`src/sv/cgc_pkg.sv`:
```
// Types and codes shared by the conflict graph coloring block.
package cgc_pkg;

  localparam logic [1:0] OP_ADD_VERTEX = 2'd0;
  localparam logic [1:0] OP_ADD_EDGE   = 2'd1;
  localparam logic [1:0] OP_COLOR      = 2'd2;
  localparam logic [1:0] OP_UNUSED     = 2'd3;

  localparam logic [1:0] ST_OK        = 2'd0;
  localparam logic [1:0] ST_SELF_EDGE = 2'd1;
  localparam logic [1:0] ST_EMPTY     = 2'd2;

  localparam logic [1:0] K_ACK    = 2'd0;
  localparam logic [1:0] K_VERTEX = 2'd1;
  localparam logic [1:0] K_EDGE   = 2'd2;
  localparam logic [1:0] K_COLOR  = 2'd3;

  localparam logic [5:0] LAST_COLOR = 6'd63;

  typedef struct packed {
    logic [1:0] opcode;
    logic [5:0] vertex_a;
    logic [5:0] vertex_b;
  } in_t;

  typedef struct packed {
    logic [5:0] vertex_id;
    logic [5:0] assigned_color;
    logic       last;
    logic [1:0] status;
  } out_t;

  typedef struct packed {
    logic [1:0] kind;
    logic [1:0] status;
    logic [5:0] a;
    logic [5:0] b;
  } cmd_t;

endpackage

```
`src/sv/cgc_front.sv`:
```
// Front end: accepts commands and classifies them for the back end.
module cgc_front #(
  parameter int NV = 64
) (
  input  cgc_pkg::in_t  cmd,
  input  logic          cmd_valid,
  output logic          cmd_stall,
  input  logic          q_full,
  output logic          push,
  output cgc_pkg::cmd_t push_cmd
);
  import cgc_pkg::*;

  logic a_ok;
  logic b_ok;

  assign a_ok = {1'b0, cmd.vertex_a} < 7'(NV);
  assign b_ok = {1'b0, cmd.vertex_b} < 7'(NV);
  assign cmd_stall = q_full;
  assign push = cmd_valid && !q_full;

  always_comb begin
    push_cmd.a = cmd.vertex_a;
    push_cmd.b = cmd.vertex_b;
    push_cmd.kind = K_ACK;
    push_cmd.status = ST_OK;
    unique case (cmd.opcode)
      OP_ADD_VERTEX: begin
        if (a_ok) push_cmd.kind = K_VERTEX;
      end
      OP_ADD_EDGE: begin
        if (cmd.vertex_a == cmd.vertex_b) push_cmd.status = ST_SELF_EDGE;
        else if (a_ok && b_ok) push_cmd.kind = K_EDGE;
      end
      OP_COLOR: push_cmd.kind = K_COLOR;
      default: push_cmd.kind = K_ACK;
    endcase
  end
endmodule

```
`config.mk`:
```
export PLATFORM = sky130hd
export DESIGN_NAME = cgc_front
export DESIGN_NICKNAME = d
export VERILOG_FILES = /design/src/sv/cgc_pkg.sv /design/src/sv/cgc_front.sv
export SDC_FILE = /design/constraint.sdc
export NUM_CORES = 1
export LEC_CHECK = 0
export BUFFER_PORTS_ARGS = -buffer_cell sky130_fd_sc_hd__buf_4
export CAP_MARGIN = 20
export CELL_PAD_IN_SITES_DETAIL_PLACEMENT = 1
export CELL_PAD_IN_SITES_GLOBAL_PLACEMENT = 2
export CORE_MARGIN = 8
export CORE_UTILIZATION = 12
export DETAILED_ROUTE_END_ITERATION = 7
export GPL_TIMING_DRIVEN = 0
export PLACE_DENSITY = 0.87
export SLEW_MARGIN = 5
export SYNTH_ARGS = -nofsm -noshare
export SYNTH_HDL_FRONTEND = slang
export SYNTH_SLANG_ARGS = --single-unit
```
`constraint.sdc`:
```
create_clock -name vclk -period 0.8
set_clock_uncertainty 0.15 [all_clocks]
set_input_delay 0.08 -clock vclk [all_inputs]
set_output_delay 0.08 -clock vclk [all_outputs]
set_load 0.01 [all_outputs]
```
==> metrics.txt <==
cell area after synthesis=215.2 sq um; router iterations before antenna repair=2; Detailed Place HPWL=823.2 um; Final TNS setup=-563.5 ps; status=complete, but fails checks; share of post-route cells with drive strength above 1=79.03%; VDD IR max=0.0001436 V; Mean Syn Cell Area=7.421 sq um; Hold EP=push; unrepaired setup endpoints after global routing=yes; Max Fclk=913.2 MHz; largest area contributor in the synthesized netlist=buf_4; DRT antenna net count=0; overall power=0.2805 mW; Adder-Cell Fraction of Synth Area=0%; PortBufs=33; min-delay worst type=primary input to primary output; WP data arrival=870 ps; cell count after placement=87; Synth warnings=0; Placeable Area=1708 sq um; period utilization=136.9%; first-pass GRT wire length=1.304 mm; largest net degree at the start of global routing=4; routability cong.=0.6563; flip-flop and latch count=0; die area=3405 sq um; Unique masters post-synth=10; failing checks=negative setup slack; antenna violations before repair=0; final net count=80; Mapped Nets=45; Die X-Extent=58.35 um; clk_buf instances=0; min cycle time layout=1095 ps; DR DRC count=0; Slew Limit Fails=0; final wirelength=881 um; Initial Utilization=12.60%; average wire per standard cell=10.13 um; Critical Path End Type=primary output; register area=0 sq um; worst-path maximum fanout=2; Req. time, crit path=570 ps; Yosys top cell area share=48.84%; # fillers=218; Post-Synth XOR/XNOR Area=28.49%; hold buffers post-CTS=0; count leader, synth=buf_4; Crit Path Category=primary input to primary output; FP Rows=15; I/O pin cnt=34; setup violators final=2; gate count after technology mapping=29; Vias=283; vias in the first global route=283; final worst slack=-295.0 ps; Lkg Pwr=0.2795 nW; Vert. Die Dim=58.35 um; WHS Path Cells=3; Synth area leaders=buf_4, xor2_1, xnor2_1; Avg Vias per Cell=3.253; hold path startpoint=q_full; final hold violation count=0; Layout area overhead=138.4%; Synth Area in Simple Gates=15.12%; Antenna Cells=0; post-synthesis mux area share=0%; Congestion Overflow GR=0; Seq/Total Area, Yosys=0%; Max Cap Violations=0; total global-route track usage=4.543%; Synth Area in Compound Gates=4.070%; CP Launch Type=primary input; final std cells w/o fill=87; commonest cells in the netlist=buf_4, xor2_1, nor2_1, xnor2_1; pwr dens=546.9 nW/um^2; DR iter-0 viols=2; main combinational cell family by area after synthesis=buffers and inverters
where the power goes:
group | leakage [nW] | internal, mW | total [mW] | switching [mW]
Clock | 0 | 0 | 0 | 0
Sequential | 0 | 0 | 0 | 0
Combinational | 0.279 | 0.177 | 0.281 | 0.104
Total | 0.279 | 0.177 | 0.281 | 0.104
timing repair:
action | CTS | global route
setup buffers | 0 | 0
pin swaps | 2 | 0
endpoints found under the setup margin | 2 | 2
resized for setup | 3 | 1
routing by layer:
metal,up-vias,share of wire [%],global-route usage (%)
met5,-,0,0
met4,0,0,0
met3,0,14,2.609
met2,21,49,7.874
met1,121,37,4.957
li1,141,-,-
per-stage QoR:
stage                     hold WS [ps]  cell area [sq um]  setup slack (ps)  utilization (%)
after detailed placement         259.7              494.2            -326.3            28.94
final                            257.6              513.0            -295.0            30.04
after CTS                        259.9              509.2            -308.1            29.82
after floorplan                  56.41              215.2            -68.55                -
after global placement           257.2              494.2            -317.2            28.94
after global routing             267.0              513.0            -350.1            30.04
worst max-delay path, stage by stage:
cell and delay (ps):
buf_8 100, xor2_2 160, nor3_2 200, and4_1 200
buf_4 120
worst max path at each step:
| stage | to | startpoint | slack (ps) |
|---|---|---|---|
| global placement | push_cmd[12] | cmd[1] | -320 |
| finish | push_cmd[12] | cmd[2] | -300 |
| CTS | push_cmd[12] | cmd[2] | -310 |
| floorplan | push_cmd[12] | cmd[1] | -70 |
| global route | push_cmd[12] | cmd[2] | -350 |
| detailed placement | push_cmd[12] | cmd[1] | -330 |
kinds of logic after synthesis:
| family | count (synthesis) |
|---|---|
| xor+xnor | 7 |
| compound gates | 1 |
| simple gates | 5 |
| buf+inv | 15 |
| other cells | 1 |
placed cells by master, fill, tap and decap left out:
cell	synthesis	final
buf_8	0	1
conb_1	1	1
buf_6	0	1
xor2_2	0	1
inv_1	1	1
nor2_1	2	2
xor2_1	5	4
nor3_2	1	1
a41oi_1	1	1
buf_4	14	45
and4_1	1	1
nor2b_1	1	1
xnor2_1	2	2
area by class of cell:
cell class | count | area [sq um] | share of cell area, %
buffer | 14 | 105.1 | 20.49
tap | 25 | 31.28 | 6.098
inverter | 1 | 3.754 | 0.7317
timing repair buffer | 33 | 259.0 | 50.49
multi-input combinational | 14 | 113.9 | 22.20
(Power assumes the default switching activity.)
