[config.mk]
export PLATFORM = sky130hd
export DESIGN_NAME = cgc_queue
export DESIGN_NICKNAME = d
export VERILOG_FILES = /design/src/sv/cgc_pkg.sv /design/src/sv/cgc_queue.sv
export SDC_FILE = /design/constraint.sdc
export NUM_CORES = 1
export LEC_CHECK = 0
export ABC_AREA = 1
export BUFFER_PORTS_ARGS = -buffer_cell sky130_fd_sc_hd__buf_2
export CAP_MARGIN = 20
export CORE_AREA = 2 2 57 59
export CTS_CLUSTER_SIZE = 24
export DETAILED_ROUTE_END_ITERATION = 10
export DIE_AREA = 0 0 59 61
export GPL_TIMING_DRIVEN = 0
export PLACE_DENSITY = 0.78
export SETUP_SLACK_MARGIN = 0.4
export SYNTH_ARGS = -nofsm -noshare
export SYNTH_HDL_FRONTEND = slang
export SYNTH_SLANG_ARGS = --single-unit
[constraint.sdc]
create_clock -name clk -period 2.57 [get_ports clk]
set_clock_uncertainty 0.1 [all_clocks]
set_input_delay 0.1285 -clock clk [delete_from_list [all_inputs] [get_ports clk]]
set_output_delay 0.1285 -clock clk [all_outputs]
set_load 0.02 [all_outputs]
[src/sv/cgc_pkg.sv]
// Types and codes shared by the conflict graph coloring block.
package cgc_pkg;

  localparam logic [1:0] OP_ADD_VERTEX = 2'd0;
  localparam logic [1:0] OP_ADD_EDGE   = 2'd1;
  localparam logic [1:0] OP_COLOR      = 2'd2;
  localparam logic [1:0] OP_UNUSED     = 2'd3;

  localparam logic [1:0] ST_OK        = 2'd0;
  localparam logic [1:0] ST_SELF_EDGE = 2'd1;
  localparam logic [1:0] ST_EMPTY     = 2'd2;

  localparam logic [1:0] K_ACK    = 2'd0;
  localparam logic [1:0] K_VERTEX = 2'd1;
  localparam logic [1:0] K_EDGE   = 2'd2;
  localparam logic [1:0] K_COLOR  = 2'd3;

  localparam logic [5:0] LAST_COLOR = 6'd63;

  typedef struct packed {
    logic [1:0] opcode;
    logic [5:0] vertex_a;
    logic [5:0] vertex_b;
  } in_t;

  typedef struct packed {
    logic [5:0] vertex_id;
    logic [5:0] assigned_color;
    logic       last;
    logic [1:0] status;
  } out_t;

  typedef struct packed {
    logic [1:0] kind;
    logic [1:0] status;
    logic [5:0] a;
    logic [5:0] b;
  } cmd_t;

endpackage

[src/sv/cgc_queue.sv]
// Two-entry command queue between the front and back ends.
module cgc_queue (
  input  logic          clk,
  input  logic          rst,
  input  logic          push,
  input  cgc_pkg::cmd_t din,
  input  logic          pop,
  output cgc_pkg::cmd_t dout,
  output logic          full,
  output logic          empty
);
  import cgc_pkg::*;

  cmd_t       entries [2];
  logic       wptr;
  logic       rptr;
  logic [1:0] count;

  assign full = count == 2'd2;
  assign empty = count == 2'd0;
  assign dout = entries[rptr];

  always_ff @(posedge clk) begin
    if (push) entries[wptr] <= din;
  end

  always_ff @(posedge clk) begin
    if (rst) begin
      wptr <= 1'b0;
      rptr <= 1'b0;
      count <= 2'd0;
    end else begin
      if (push) wptr <= !wptr;
      if (pop) rptr <= !rptr;
      count <= count + 2'(push) - 2'(pop);
    end
  end
endmodule

==> run_results.csv <==
group,metric,value,unit
place,port_buffers,37,
global_routing,grt_usage,14.0,%
cts,clk_latency,0.33,ns
layout,final_util,64.6,%
drt,drtAntennaViolNets,0,
yosys,synth.distinct_cells,14,
critical_path,cp-start-kind,"flop",
sta,tightestPinTransition,0.674,ns
global_routing,grt_max_degree,18,
sta,period_needed,1.64,ns
power,p_per_area,627,nW/µm²
place,dp.cells,152,
cts,path_clk_slew,0.10,ns
yosys,yosys_warnings,0,
layout,antennaDiodeCount,0,
sta,rsz0062_at_grt,"false",
floorplanning,die_y,61,µm
critical_path,end_kind,"primary output",
sta,post-route-period-util,63.7,%
yosys,synth_top_cell_area_share,67.0,%
power,vdd_ir_drop_max,0.404,mV
floorplanning,dieArea,3600,µm²
flow_run,cap_violations,0,
place,place_hpwl,1530,µm
drt,wl_per_cell,12.8,µm
global_routing,antenna_found_initial,0,
critical_path,arrival,1.41,ns
cts,clockBufferDepth,2,
floorplanning,die_x,59,µm
layout,stdcell_count,178,
drt,routed_wl,2280,µm
global_routing,overflow,0,
cts,cts_tree,"done",
drt,viasPerCell,4.74,
sta,whs,0.415,ns
run_status,status,"complete, no violations",
layout,final_layout_size_suffix_gt1_share,42.1,%
yosys,synth_nets,103,
global_routing,grt_first_pass_wirelength,3520,µm
yosys,synth.area.top_cells,"edfxtp_1 67%, mux2_4 10%, dfxtp_1 7.0%",
layout,layout_commonest_cell,"buf_2",
critical_path,critical_path_required,2.34,ns
floorplanning,coreArea,2950,µm²
yosys,synth_seq_cells,37,
place,gp_congestion,0.664,
critical_path,critical_path_class,"flop to primary output",
cts,cts-buffers-inserted,5,
min_path,hold_class,"flop to flop",
layout,mostFrequentLayoutCells,"37 x buf_2, 32 x edfxtp_1, 19 x dlygate4sd3_1",
floorplanning,num_rows,20,
floorplanning,ios,38,
layout,nNetsFinal,167,
cts,cts_root_buffer,"clkbuf_4",
drt,drt_pass1_iterations,4,
sta,report.final.slew_viol_count,0,
global_routing,grt_pass1_vias,798,
drt,drt_drc_violations_left,0,
yosys,synth_seq_area_share,74.0,%
cts,postCtsSetupBuffers,0,
power,p_leak,0.799,nW
critical_path,path_max_fanout,10,
drt,drtIter0Drc,18,
yosys,syn-mean-instance-area,17.7,µm²
sta,tns,0,ns
yosys,synthCells,81,
sta,fmax,0.611,GHz
sta,setup_viol,0,
cts,clkSinkCount,37,
sta,slew_headroom,55.0,%
yosys,syn_area,1430,µm²
layout,area_delta_synth_final,33.0,%
drt,num_vias,844,
cts,htree_levels,2,
sta,hold_viol_final,0,
floorplanning,start_util,48.6,%
yosys,yosysTopAreaCell,"edfxtp_1",
-- layer usage --
metal  wire (µm)  vias up  part of all wire, %  track usage (%)
met4          34        0                  1.5             4.87
met2        1150       31                   51             23.8
li1            -      416                    -                -
met5           0        -                    0                0
met1         924      393                   41             15.2
met3         166        4                  7.3             7.04
-- final cells by class --
class	count	area [µm²]
Clock buffer	6	41.3
Sequential cell	37	1060
Buffer	2	31.3
Timing Repair Buffer	57	387
Tap cell	33	41.3
Fill cell	236	1050
Inverter	8	30.0
Clock inverter	1	3.75
Multi-Input combinational cell	34	312
-- cell usage after synthesis (all sizes together) --
master / instances
buf: 2
ha: 2
nor2: 8
a21oi: 1
edfxtp: 32
dfxtp: 5
inv: 8
xnor2: 1
nand2: 4
mux2: 16
nand3: 1
nor3: 1
-- registers in the layout, summed over array words and instances (netlist names), named ones only --
register  cells
count         2
entries      32
rptr          1
wptr          1
-- power breakdown --
part	total [W]	switching, W	internal, W
combinational	0.000223	0.000113	0.000110
clock	0.000269	0.000169	0.0000993
sequential	0.000704	0.0000118	0.000692
-- critical path: stages, from the launching register on --
cell and delay, ns:
dfxtp_1 0.33, buf_6 0.14, buf_12 0.15, mux2_4 0.30
buf_2 0.16
-- worst paths after layout --
check / start / end / slack [ns] / cells past startpoint
max: flop / dout[5] / 0.93 / 4
min: wptr / wptr / 0.41 / 2
max reg2reg: wptr / entries[0][14] / 1.11 / 2
min reg2reg: wptr / wptr / 0.41 / 2
-- metrics by stage --
| stage | worst slack [ns] | cell area, µm² | total power, W |
|---|---|---|---|
| 6_report | 0.932 | 1910 | 0.00120 |
| 5_1_grt | 0.849 | 1910 | 0.00126 |
| 4_1_cts | 0.908 | 1910 | 0.00121 |
| 3_5_place_dp | 1.10 | 1670 | 0.000922 |
| 3_3_place_gp | 0.747 | 1660 | 0.000910 |
| 2_1_floorplan | 1.06 | 1430 | 0.000855 |
-- cells by family (layout without fill, tap and decap cells) --
group                    Yosys count  in the layout  synth area share (%)
AO/OA/AOI/OAI                      1              1                 0.349
AND/OR/NAND/NOR                   14             14                  3.84
adder cells (fa/ha/maj)            2              2                  1.74
buffers and inverters             10             74                  4.28
flip-flops                        37             37                  74.0
multiplexers                      16             16                  15.2
XOR/XNOR                           1              1                 0.611
-- repair_timing --
item	CTS	global route
endpoints found under the hold margin	36	0
hold buffers	19	0
resized for setup	0	0
(Power assumes the default switching activity.)
